[config.mk]
export PLATFORM = sky130hd
export DESIGN_NAME = utf8_stream_decoder
export DESIGN_NICKNAME = d
export VERILOG_FILES = /design/src/utf8dec_pkg.sv /design/src/utf8dec_front.sv /design/src/utf8dec_queue.sv /design/src/utf8dec_back.sv /design/src/utf8_stream_decoder.sv
export SDC_FILE = /design/constraint.sdc
export NUM_CORES = 1
export LEC_CHECK = 0
export ABC_AREA = 1
export BUFFER_PORTS_ARGS = -buffer_cell sky130_fd_sc_hd__buf_2
export CAP_MARGIN = 20
export CORE_AREA = 10 10 128 130
export DETAILED_ROUTE_END_ITERATION = 10
export DIE_AREA = 0 0 138 140
export HOLD_SLACK_MARGIN = 0.15
export PLACE_DENSITY_LB_ADDON = 0.2
export SYNTH_ARGS = -nofsm -noshare
export SYNTH_HDL_FRONTEND = slang
export SYNTH_SLANG_ARGS = --single-unit
[constraint.sdc]
create_clock -name clk -period 8.37 [get_ports clk]
set_clock_uncertainty 0.05 [all_clocks]
set_input_delay 0.4185 -clock clk [delete_from_list [all_inputs] [get_ports clk]]
set_output_delay 0.4185 -clock clk [all_outputs]
set_load 0.05 [all_outputs]
[src/utf8dec_pkg.sv]
// ----------------------------------------------------------------------------
// utf8dec_pkg
// Shared types and constants for the streaming UTF-8 decoder.
// ----------------------------------------------------------------------------
package utf8dec_pkg;

  localparam int unsigned CP_W     = 21;
  localparam int unsigned BYTE_W   = 8;
  localparam int unsigned QDEPTH   = 4;
  localparam int unsigned QPTR_W   = $clog2(QDEPTH);
  localparam int unsigned QCNT_W   = $clog2(QDEPTH + 1);

  localparam logic [CP_W-1:0] REPL_CP = 21'h00FFFD;

  // lead byte classes
  typedef enum logic [1:0] {
    CLS_ASCII = 2'd0,
    CLS_LEAD  = 2'd1,
    CLS_BAD   = 2'd2
  } byte_cls_t;

  // one decoded step: repl_cnt replacement words, then the final word if present
  typedef struct packed {
    logic [1:0]      repl_cnt;
    logic            has_fin;
    logic [CP_W-1:0] fin_cp;
  } job_t;

  // head of the job queue as seen by the back end
  typedef struct packed {
    logic avail;
    job_t job;
  } q_head_t;

  // queue fill status
  typedef struct packed {
    logic              full;
    logic [QCNT_W-1:0] count;
  } q_stat_t;

endpackage

[src/utf8dec_front.sv]
// ----------------------------------------------------------------------------
// utf8dec_front
// Accepts text bytes, tracks the open sequence and emits one job per byte
// that gives any words.
// ----------------------------------------------------------------------------
module utf8dec_front (
  input  logic                          clk,
  input  logic                          rst_n,
  input  logic                          acc,
  input  logic [utf8dec_pkg::BYTE_W-1:0] text_byte,
  input  logic                          text_end,
  output logic                          job_push,
  output utf8dec_pkg::job_t             job
);
  import utf8dec_pkg::*;

  logic [CP_W-1:0] pv_r, pv_nxt;
  logic [1:0]      held_r, held_nxt;
  logic [1:0]      exp_r, exp_nxt;

  byte_cls_t       cls;
  logic [1:0]      need;
  logic [CP_W-1:0] payload;
  logic            is_cont;
  logic [CP_W-1:0] pv_shift;
  logic [1:0]      held_inc;

  // classify the byte as a fresh lead
  always_comb begin
    need    = 2'd0;
    payload = '0;
    unique case (text_byte) inside
      [8'h00:8'h7F]: begin
        cls = CLS_ASCII;
      end
      [8'hC0:8'hDF]: begin
        cls     = CLS_LEAD;
        need    = 2'd1;
        payload = {16'd0, text_byte[4:0]};
      end
      [8'hE0:8'hEF]: begin
        cls     = CLS_LEAD;
        need    = 2'd2;
        payload = {17'd0, text_byte[3:0]};
      end
      [8'hF0:8'hF7]: begin
        cls     = CLS_LEAD;
        need    = 2'd3;
        payload = {18'd0, text_byte[2:0]};
      end
      default: begin
        cls = CLS_BAD;
      end
    endcase
  end

  assign is_cont  = (text_byte[7:6] == 2'b10);
  assign pv_shift = {pv_r[CP_W-7:0], text_byte[5:0]};
  assign held_inc = held_r + 2'd1;

  // sequence tracking and job build
  always_comb begin
    pv_nxt       = pv_r;
    held_nxt     = held_r;
    exp_nxt      = exp_r;
    job.repl_cnt = 2'd0;
    job.has_fin  = 1'b0;
    job.fin_cp   = REPL_CP;
    if (exp_r != 2'd0 && is_cont) begin
      if (held_inc == exp_r) begin
        job.has_fin = 1'b1;
        job.fin_cp  = pv_shift;
        pv_nxt      = '0;
        held_nxt    = 2'd0;
        exp_nxt     = 2'd0;
      end else if (text_end) begin
        // lead and each held continuation give a replacement
        job.repl_cnt = held_inc;
        job.has_fin  = 1'b1;
        pv_nxt       = '0;
        held_nxt     = 2'd0;
        exp_nxt      = 2'd0;
      end else begin
        pv_nxt   = pv_shift;
        held_nxt = held_inc;
      end
    end else begin
      // broken sequence flushes first, then the byte decodes afresh
      if (exp_r != 2'd0) begin
        job.repl_cnt = held_inc;
      end
      pv_nxt   = '0;
      held_nxt = 2'd0;
      exp_nxt  = 2'd0;
      case (cls)
        CLS_ASCII: begin
          job.has_fin = 1'b1;
          job.fin_cp  = {13'd0, text_byte};
        end
        CLS_LEAD: begin
          if (text_end) begin
            job.has_fin = 1'b1;
          end else begin
            pv_nxt  = payload;
            exp_nxt = need;
          end
        end
        default: begin
          job.has_fin = 1'b1;
        end
      endcase
    end
  end

  assign job_push = acc && (job.has_fin || (job.repl_cnt != 2'd0));

  // sequence state
  always_ff @(posedge clk) begin
    if (!rst_n) begin
      pv_r   <= '0;
      held_r <= 2'd0;
      exp_r  <= 2'd0;
    end else if (acc) begin
      pv_r   <= pv_nxt;
      held_r <= held_nxt;
      exp_r  <= exp_nxt;
    end
  end

endmodule

[src/utf8dec_queue.sv]
// ----------------------------------------------------------------------------
// utf8dec_queue
// Short job queue between the front and back ends.
// ----------------------------------------------------------------------------
module utf8dec_queue (
  input  logic                  clk,
  input  logic                  rst_n,
  input  logic                  push,
  input  utf8dec_pkg::job_t     push_job,
  input  logic                  pop,
  output utf8dec_pkg::q_head_t  head,
  output utf8dec_pkg::q_stat_t  stat
);
  import utf8dec_pkg::*;

  job_t              mem_r [QDEPTH];
  logic [QPTR_W-1:0] wr_r, rd_r;
  logic [QCNT_W-1:0] cnt_r, cnt_nxt;

  assign head.avail = (cnt_r != '0);
  assign head.job   = mem_r[rd_r];
  assign stat.full  = (cnt_r == QCNT_W'(QDEPTH));
  assign stat.count = cnt_r;

  // occupancy
  always_comb begin
    cnt_nxt = cnt_r;
    if (push && !pop) begin
      cnt_nxt = cnt_r + QCNT_W'(1);
    end else if (!push && pop) begin
      cnt_nxt = cnt_r - QCNT_W'(1);
    end
  end

  // storage
  always_ff @(posedge clk) begin
    if (push) begin
      mem_r[wr_r] <= push_job;
    end
  end

  // pointers
  always_ff @(posedge clk) begin
    if (!rst_n) begin
      wr_r  <= '0;
      rd_r  <= '0;
      cnt_r <= '0;
    end else begin
      if (push) begin
        wr_r <= wr_r + QPTR_W'(1);
      end
      if (pop) begin
        rd_r <= rd_r + QPTR_W'(1);
      end
      cnt_r <= cnt_nxt;
    end
  end

endmodule

[src/utf8dec_back.sv]
// ----------------------------------------------------------------------------
// utf8dec_back
// Expands each job into output words, one word per cycle while out_stall is low.
// ----------------------------------------------------------------------------
module utf8dec_back (
  input  logic                          clk,
  input  logic                          rst_n,
  input  utf8dec_pkg::q_head_t          head,
  output logic                          pop,
  output logic                          out_valid,
  input  logic                          out_stall,
  output logic [utf8dec_pkg::CP_W-1:0]  out_code_point,
  output logic                          out_run_last
);
  import utf8dec_pkg::*;

  logic            busy_r;
  logic [1:0]      rem_r;
  logic            fin_r;
  logic [CP_W-1:0] cp_r;
  logic            take;
  logic            load;

  // current word
  assign out_valid      = busy_r;
  assign out_code_point = (rem_r != 2'd0) ? REPL_CP : cp_r;
  assign out_run_last   = (rem_r == 2'd0) || ((rem_r == 2'd1) && !fin_r);

  assign take = busy_r && !out_stall;
  assign load = head.avail && (!busy_r || (take && out_run_last));
  assign pop  = load;

  // word sequencing
  always_ff @(posedge clk) begin
    if (!rst_n) begin
      busy_r <= 1'b0;
      rem_r  <= 2'd0;
      fin_r  <= 1'b0;
    end else if (load) begin
      busy_r <= 1'b1;
      rem_r  <= head.job.repl_cnt;
      fin_r  <= head.job.has_fin;
    end else if (take) begin
      if (out_run_last) begin
        busy_r <= 1'b0;
      end else begin
        rem_r <= rem_r - 2'd1;
      end
    end
  end

  // final value
  always_ff @(posedge clk) begin
    if (load) begin
      cp_r <= head.job.fin_cp;
    end
  end

endmodule

[src/utf8_stream_decoder.sv]
// ----------------------------------------------------------------------------
// utf8_stream_decoder
// Streaming UTF-8 decoder: raw text bytes in, code points out.
// ----------------------------------------------------------------------------
//  channel | ports                                    | direction
//  --------+------------------------------------------+-----------
//  input   | in_valid, in_stall, in_text_byte,        | byte in
//          | in_text_end                              |
//  result  | out_valid, out_stall, out_code_point,    | word out
//          | out_run_last                             |
//
//  One byte is accepted per cycle while the four-entry job queue has room.
//  Each byte gives 0 to 4 words; the back end sends one word per cycle while
//  out_stall is low, so well-formed text runs at one byte per cycle. A byte's
//  job passes through the job queue and the back end's word registers.
//  rst_n is synchronous; it clears the open sequence, the queue and the
//  output stage. in_stall rises only when the job queue is full.
// ----------------------------------------------------------------------------
module utf8_stream_decoder (
  input  logic                          clk,
  input  logic                          rst_n,
  input  logic                          in_valid,
  output logic                          in_stall,
  input  logic [utf8dec_pkg::BYTE_W-1:0] in_text_byte,
  input  logic                          in_text_end,
  output logic                          out_valid,
  input  logic                          out_stall,
  output logic [utf8dec_pkg::CP_W-1:0]  out_code_point,
  output logic                          out_run_last
);
  import utf8dec_pkg::*;

  logic    in_acc;
  logic    job_push;
  job_t    job;
  logic    pop;
  q_head_t head;
  q_stat_t stat;

  assign in_stall = stat.full;
  assign in_acc   = in_valid && !in_stall;

  // classify and track sequences
  utf8dec_front u_front (
    .clk       (clk),
    .rst_n     (rst_n),
    .acc       (in_acc),
    .text_byte (in_text_byte),
    .text_end  (in_text_end),
    .job_push  (job_push),
    .job       (job)
  );

  // job queue
  utf8dec_queue u_queue (
    .clk      (clk),
    .rst_n    (rst_n),
    .push     (job_push),
    .push_job (job),
    .pop      (pop),
    .head     (head),
    .stat     (stat)
  );

  // word expansion
  utf8dec_back u_back (
    .clk            (clk),
    .rst_n          (rst_n),
    .head           (head),
    .pop            (pop),
    .out_valid      (out_valid),
    .out_stall      (out_stall),
    .out_code_point (out_code_point),
    .out_run_last   (out_run_last)
  );

  // a job never lands in a full queue
  a_no_overflow: assert property (@(posedge clk) disable iff (!rst_n)
    !(job_push && stat.full))
    else $error("job pushed into full queue");

  // occupancy stays within depth
  a_count_range: assert property (@(posedge clk) disable iff (!rst_n)
    stat.count <= QCNT_W'(QDEPTH))
    else $error("queue count out of range");

  // a run continues after a word that is not its last
  a_run_continues: assert property (@(posedge clk) disable iff (!rst_n)
    (out_valid && !out_stall && !out_run_last) |=> out_valid)
    else $error("run cut short");

  // no pop from an empty queue
  a_no_underflow: assert property (@(posedge clk) disable iff (!rst_n)
    pop |-> head.avail)
    else $error("pop from empty queue");

endmodule

==> results.tsv <==
metric	value	unit
status	complete, no violations	
Slew headroom	0.431	
clock latency on the worst-skew pair	0.42	ns
synthesized area	0.00607	mm^2
DRC	0	
final slew viol count	0	
Setup crit start kind	register	
Adder-Cell Fraction of Synth Area	0.0177	
n_diodes	0	
worst r2r src	u_queue.cnt_r[0]	
CTS Buffer Depth	2	
WHS	0.207	ns
max-cap violations	0	
first-pass GRT wire length	19800	um
main combinational cell family by area after synthesis	compound AO/OA/AOI/OAI gates	
NumNets Final	611	
Die Wd	138	um
Initial Util	0.441	
setup violators final	0	
CTS sink count	149	
PostCTS Resize Cnt	0	
Setup Fix Bufs, Post-CTS	0	
die footprint	0.0193	mm^2
Setup WS pre-CTS	5.02	ns
Core Util, Final	0.512	
Worst IR Drop VDD	0.000145	V
Setup crit end kind	register	
core area	0.0138	mm^2
GRT Total Usage	0.130	
clock root cell	clkbuf_16	
power density cells	384	mW/mm^2
FMAX	301	MHz
crit path kind	reg2reg	
flops & latches, synth	149	
reg-to-reg slack, setup	5.05	ns
IO buf count	36	
Worst-path clk slew	0.06	ns
first drt pass iteration count	4	
Fin Setup TNS	0	ns
layout cells sized above 1	0.146	
largest net degree at the start of global routing	50	
hold buffer count at cts	0	
Post-Synth Simple-Gate Area	0.111	
crit path launch	u_queue.cnt_r[0]	
syn_area_per_cell	11.0	um^2
Final Critical Period	3.32	ns
CTS tree	yes	
Worst-Margin Slew	0.852	ns
worst-path fanout max	34	
antenna violations before repair	0	
total wire length	12500	um
Syn Inst Count	551	
mux contribution to synthesized area	0	
worst hold path type	in2reg	
Area Overhead vs Synth	16.2	%
CP Data Arrival Time	3.58	ns
detailed-route via count	3934	
Cell variety after synth	32	
syn nets	572	
DRT iter0 DRCs	299	
YS warnings	0	
XOR/XNOR Fraction of Synth Area	0	
WP data required	8.63	ns
R2R Path End	u_queue.cnt_r[1]	
fin worst setup slack	5.05	ns
routability cong.	0.872	
Final Hold Fails	0	
number of global-route vias before repair	3772	
RSZ-0062 raised after global routing	false	
Final period util	0.397	
reg2reg path depth	11	
DP Wirelength	7860	um
CTS H-tree depth	4	
die extent in y	140	um
complex-gate fraction of the synthesized area	0.125	
WL per Instance	15.9	um
number of I/O pins	37	
GRT overflow	0	
crit path capture	u_queue.cnt_r[1]	
Seq/Total Area, Yosys	0.684	
CTS Buf Count	17	
Vias/cell	5.02	
Detail Route Antenna Nets	0	
Pleak	2.73	nW
row count	43	
[cell usage in the layout (no fill, tap or decap), types with 2 or more instances in the layout]
cell | netlist | layout
edfxtp_1 | 117 | 117
nor2_1 | 82 | 77
o21ai_0 | 69 | 69
inv_1 | 67 | 67
nand2_1 | 64 | 64
buf_2 | 0 | 36
dfxtp_1 | 32 | 32
o22ai_1 | 25 | 25
a21oi_1 | 20 | 20
clkbuf_16 | 0 | 17
a211oi_1 | 13 | 13
nand3_1 | 8 | 8
ha_1 | 7 | 7
buf_4 | 1 | 7
clkinv_2 | 0 | 5
nor2_2 | 0 | 4
bufinv_16 | 0 | 4
inv_2 | 3 | 3
nand4_1 | 3 | 3
clkbuf_1 | 18 | 3
a21oi_2 | 2 | 2
o21ai_2 | 2 | 2
clkinv_1 | 2 | 2
or2_1 | 2 | 2
clkbuf_8 | 0 | 2
[kinds of logic after synthesis]
| kind of cell | Yosys count |
|---|---|
| DFF | 149 |
| AOI/OAI and AO/OA | 134 |
| adders and majority gates | 8 |
| buffers and inverters | 95 |
| and+or+nand+nor | 165 |
[cells in the mapped netlist]
library cell / instances / share of area
edfxtp_1: 117 / 0.58
nor2_1: 82 / 0.051
o21ai_0: 69 / 0.057
inv_1: 67 / 0.041
nand2_1: 64 / 0.040
dfxtp_1: 32 / 0.11
o22ai_1: 25 / 0.026
a21oi_1: 20 / 0.016
clkbuf_1: 18 / 0.011
a211oi_1: 13 / 0.016
nand3_1: 8 / 0.0066
ha_1: 7 / 0.014
inv_2: 3 / 0.0019
nand4_1: 3 / 0.0031
a21oi_2: 2 / 0.0029
buf_6: 2 / 0.0037
clkinv_1: 2 / 0.0012
o21ai_2: 2 / 0.0029
or2_1: 2 / 0.0021
a31oi_1: 1 / 0.0010
a32o_1: 1 / 0.0016
buf_1: 1 / 0.00062
buf_4: 1 / 0.0012
clkbuf_2: 1 / 0.00082
fa_1: 1 / 0.0033
nand2_2: 1 / 0.0010
nand2_4: 1 / 0.0019
nand3_2: 1 / 0.0016
nand3b_1: 1 / 0.0012
nor3_1: 1 / 0.00082
nor3_4: 1 / 0.0027
o21a_1: 1 / 0.0012
[worst min path at each step]
stage	from	end	slack, ns	cells after the start
finish	in_text_byte[0]	u_front.pv_r[0]	0.21	3
global route	in_text_byte[0]	u_front.pv_r[0]	0.22	3
CTS	in_text_byte[0]	u_front.pv_r[0]	0.19	3
detailed placement	u_back.fin_r	u_back.fin_r	0.41	2
global placement	u_back.fin_r	u_back.fin_r	0.41	2
floorplan	u_back.fin_r	u_back.fin_r	0.38	2
[routing by layer]
layer	track usage	up-vias	routed length, um
met4	0.0638	0	114
met5	0	-	0
li1	-	1973	-
met3	0.0348	9	555
met2	0.214	81	6130
met1	0.153	1871	5670
[area by class of cell]
type | count | area, um^2
Fill cell | 1241 | 6720
Multi-Input combinational cell | 307 | 1560
Tap cell | 180 | 225
Timing Repair Buffer | 43 | 233
Clock inverter | 10 | 153
Clock buffer | 22 | 464
Sequential cell | 149 | 4150
Inverter | 72 | 270
[report_power, final]
part	total [mW]	internal, mW	leakage [nW]	switching (mW)
clock network	0.793	0.512	0.304	0.282
logic	0.902	0.211	1.06	0.691
registers	1.01	0.974	1.37	0.0409
[per-stage QoR]
stage	std cells	total power [mW]	cell area (um^2)
6_report	783	2.71	7060
5_1_grt	783	2.86	7060
4_1_cts	783	2.74	7060
3_5_place_dp	751	1.95	6440
3_3_place_gp	751	1.93	6440
2_1_floorplan	551	1.71	6070
[critical path, stage by stage, from the launching register on]
cell,delay (ns)
dfxtp_1,0.32
inv_1,0.08
nand2_1,0.09
o21ai_2,0.32
clkinv_1,0.75
nand2_1,0.55
inv_1,0.09
ha_1,0.20
inv_1,0.10
fa_1,0.41
o21ai_0,0.18
a21oi_1,0.06
[state kept, by name (all words and copies together) (netlist names), named ones only]
signal,flops
u_queue.mem_r,96
u_back.cp_r,21
u_front.pv_r,15
u_queue.cnt_r,3
u_back.rem_r,2
u_front.exp_r,2
u_front.held_r,2
u_queue.rd_r,2
u_queue.wr_r,2
u_back.fin_r,1
u_back.out_valid,1
(Power assumes the default switching activity.)
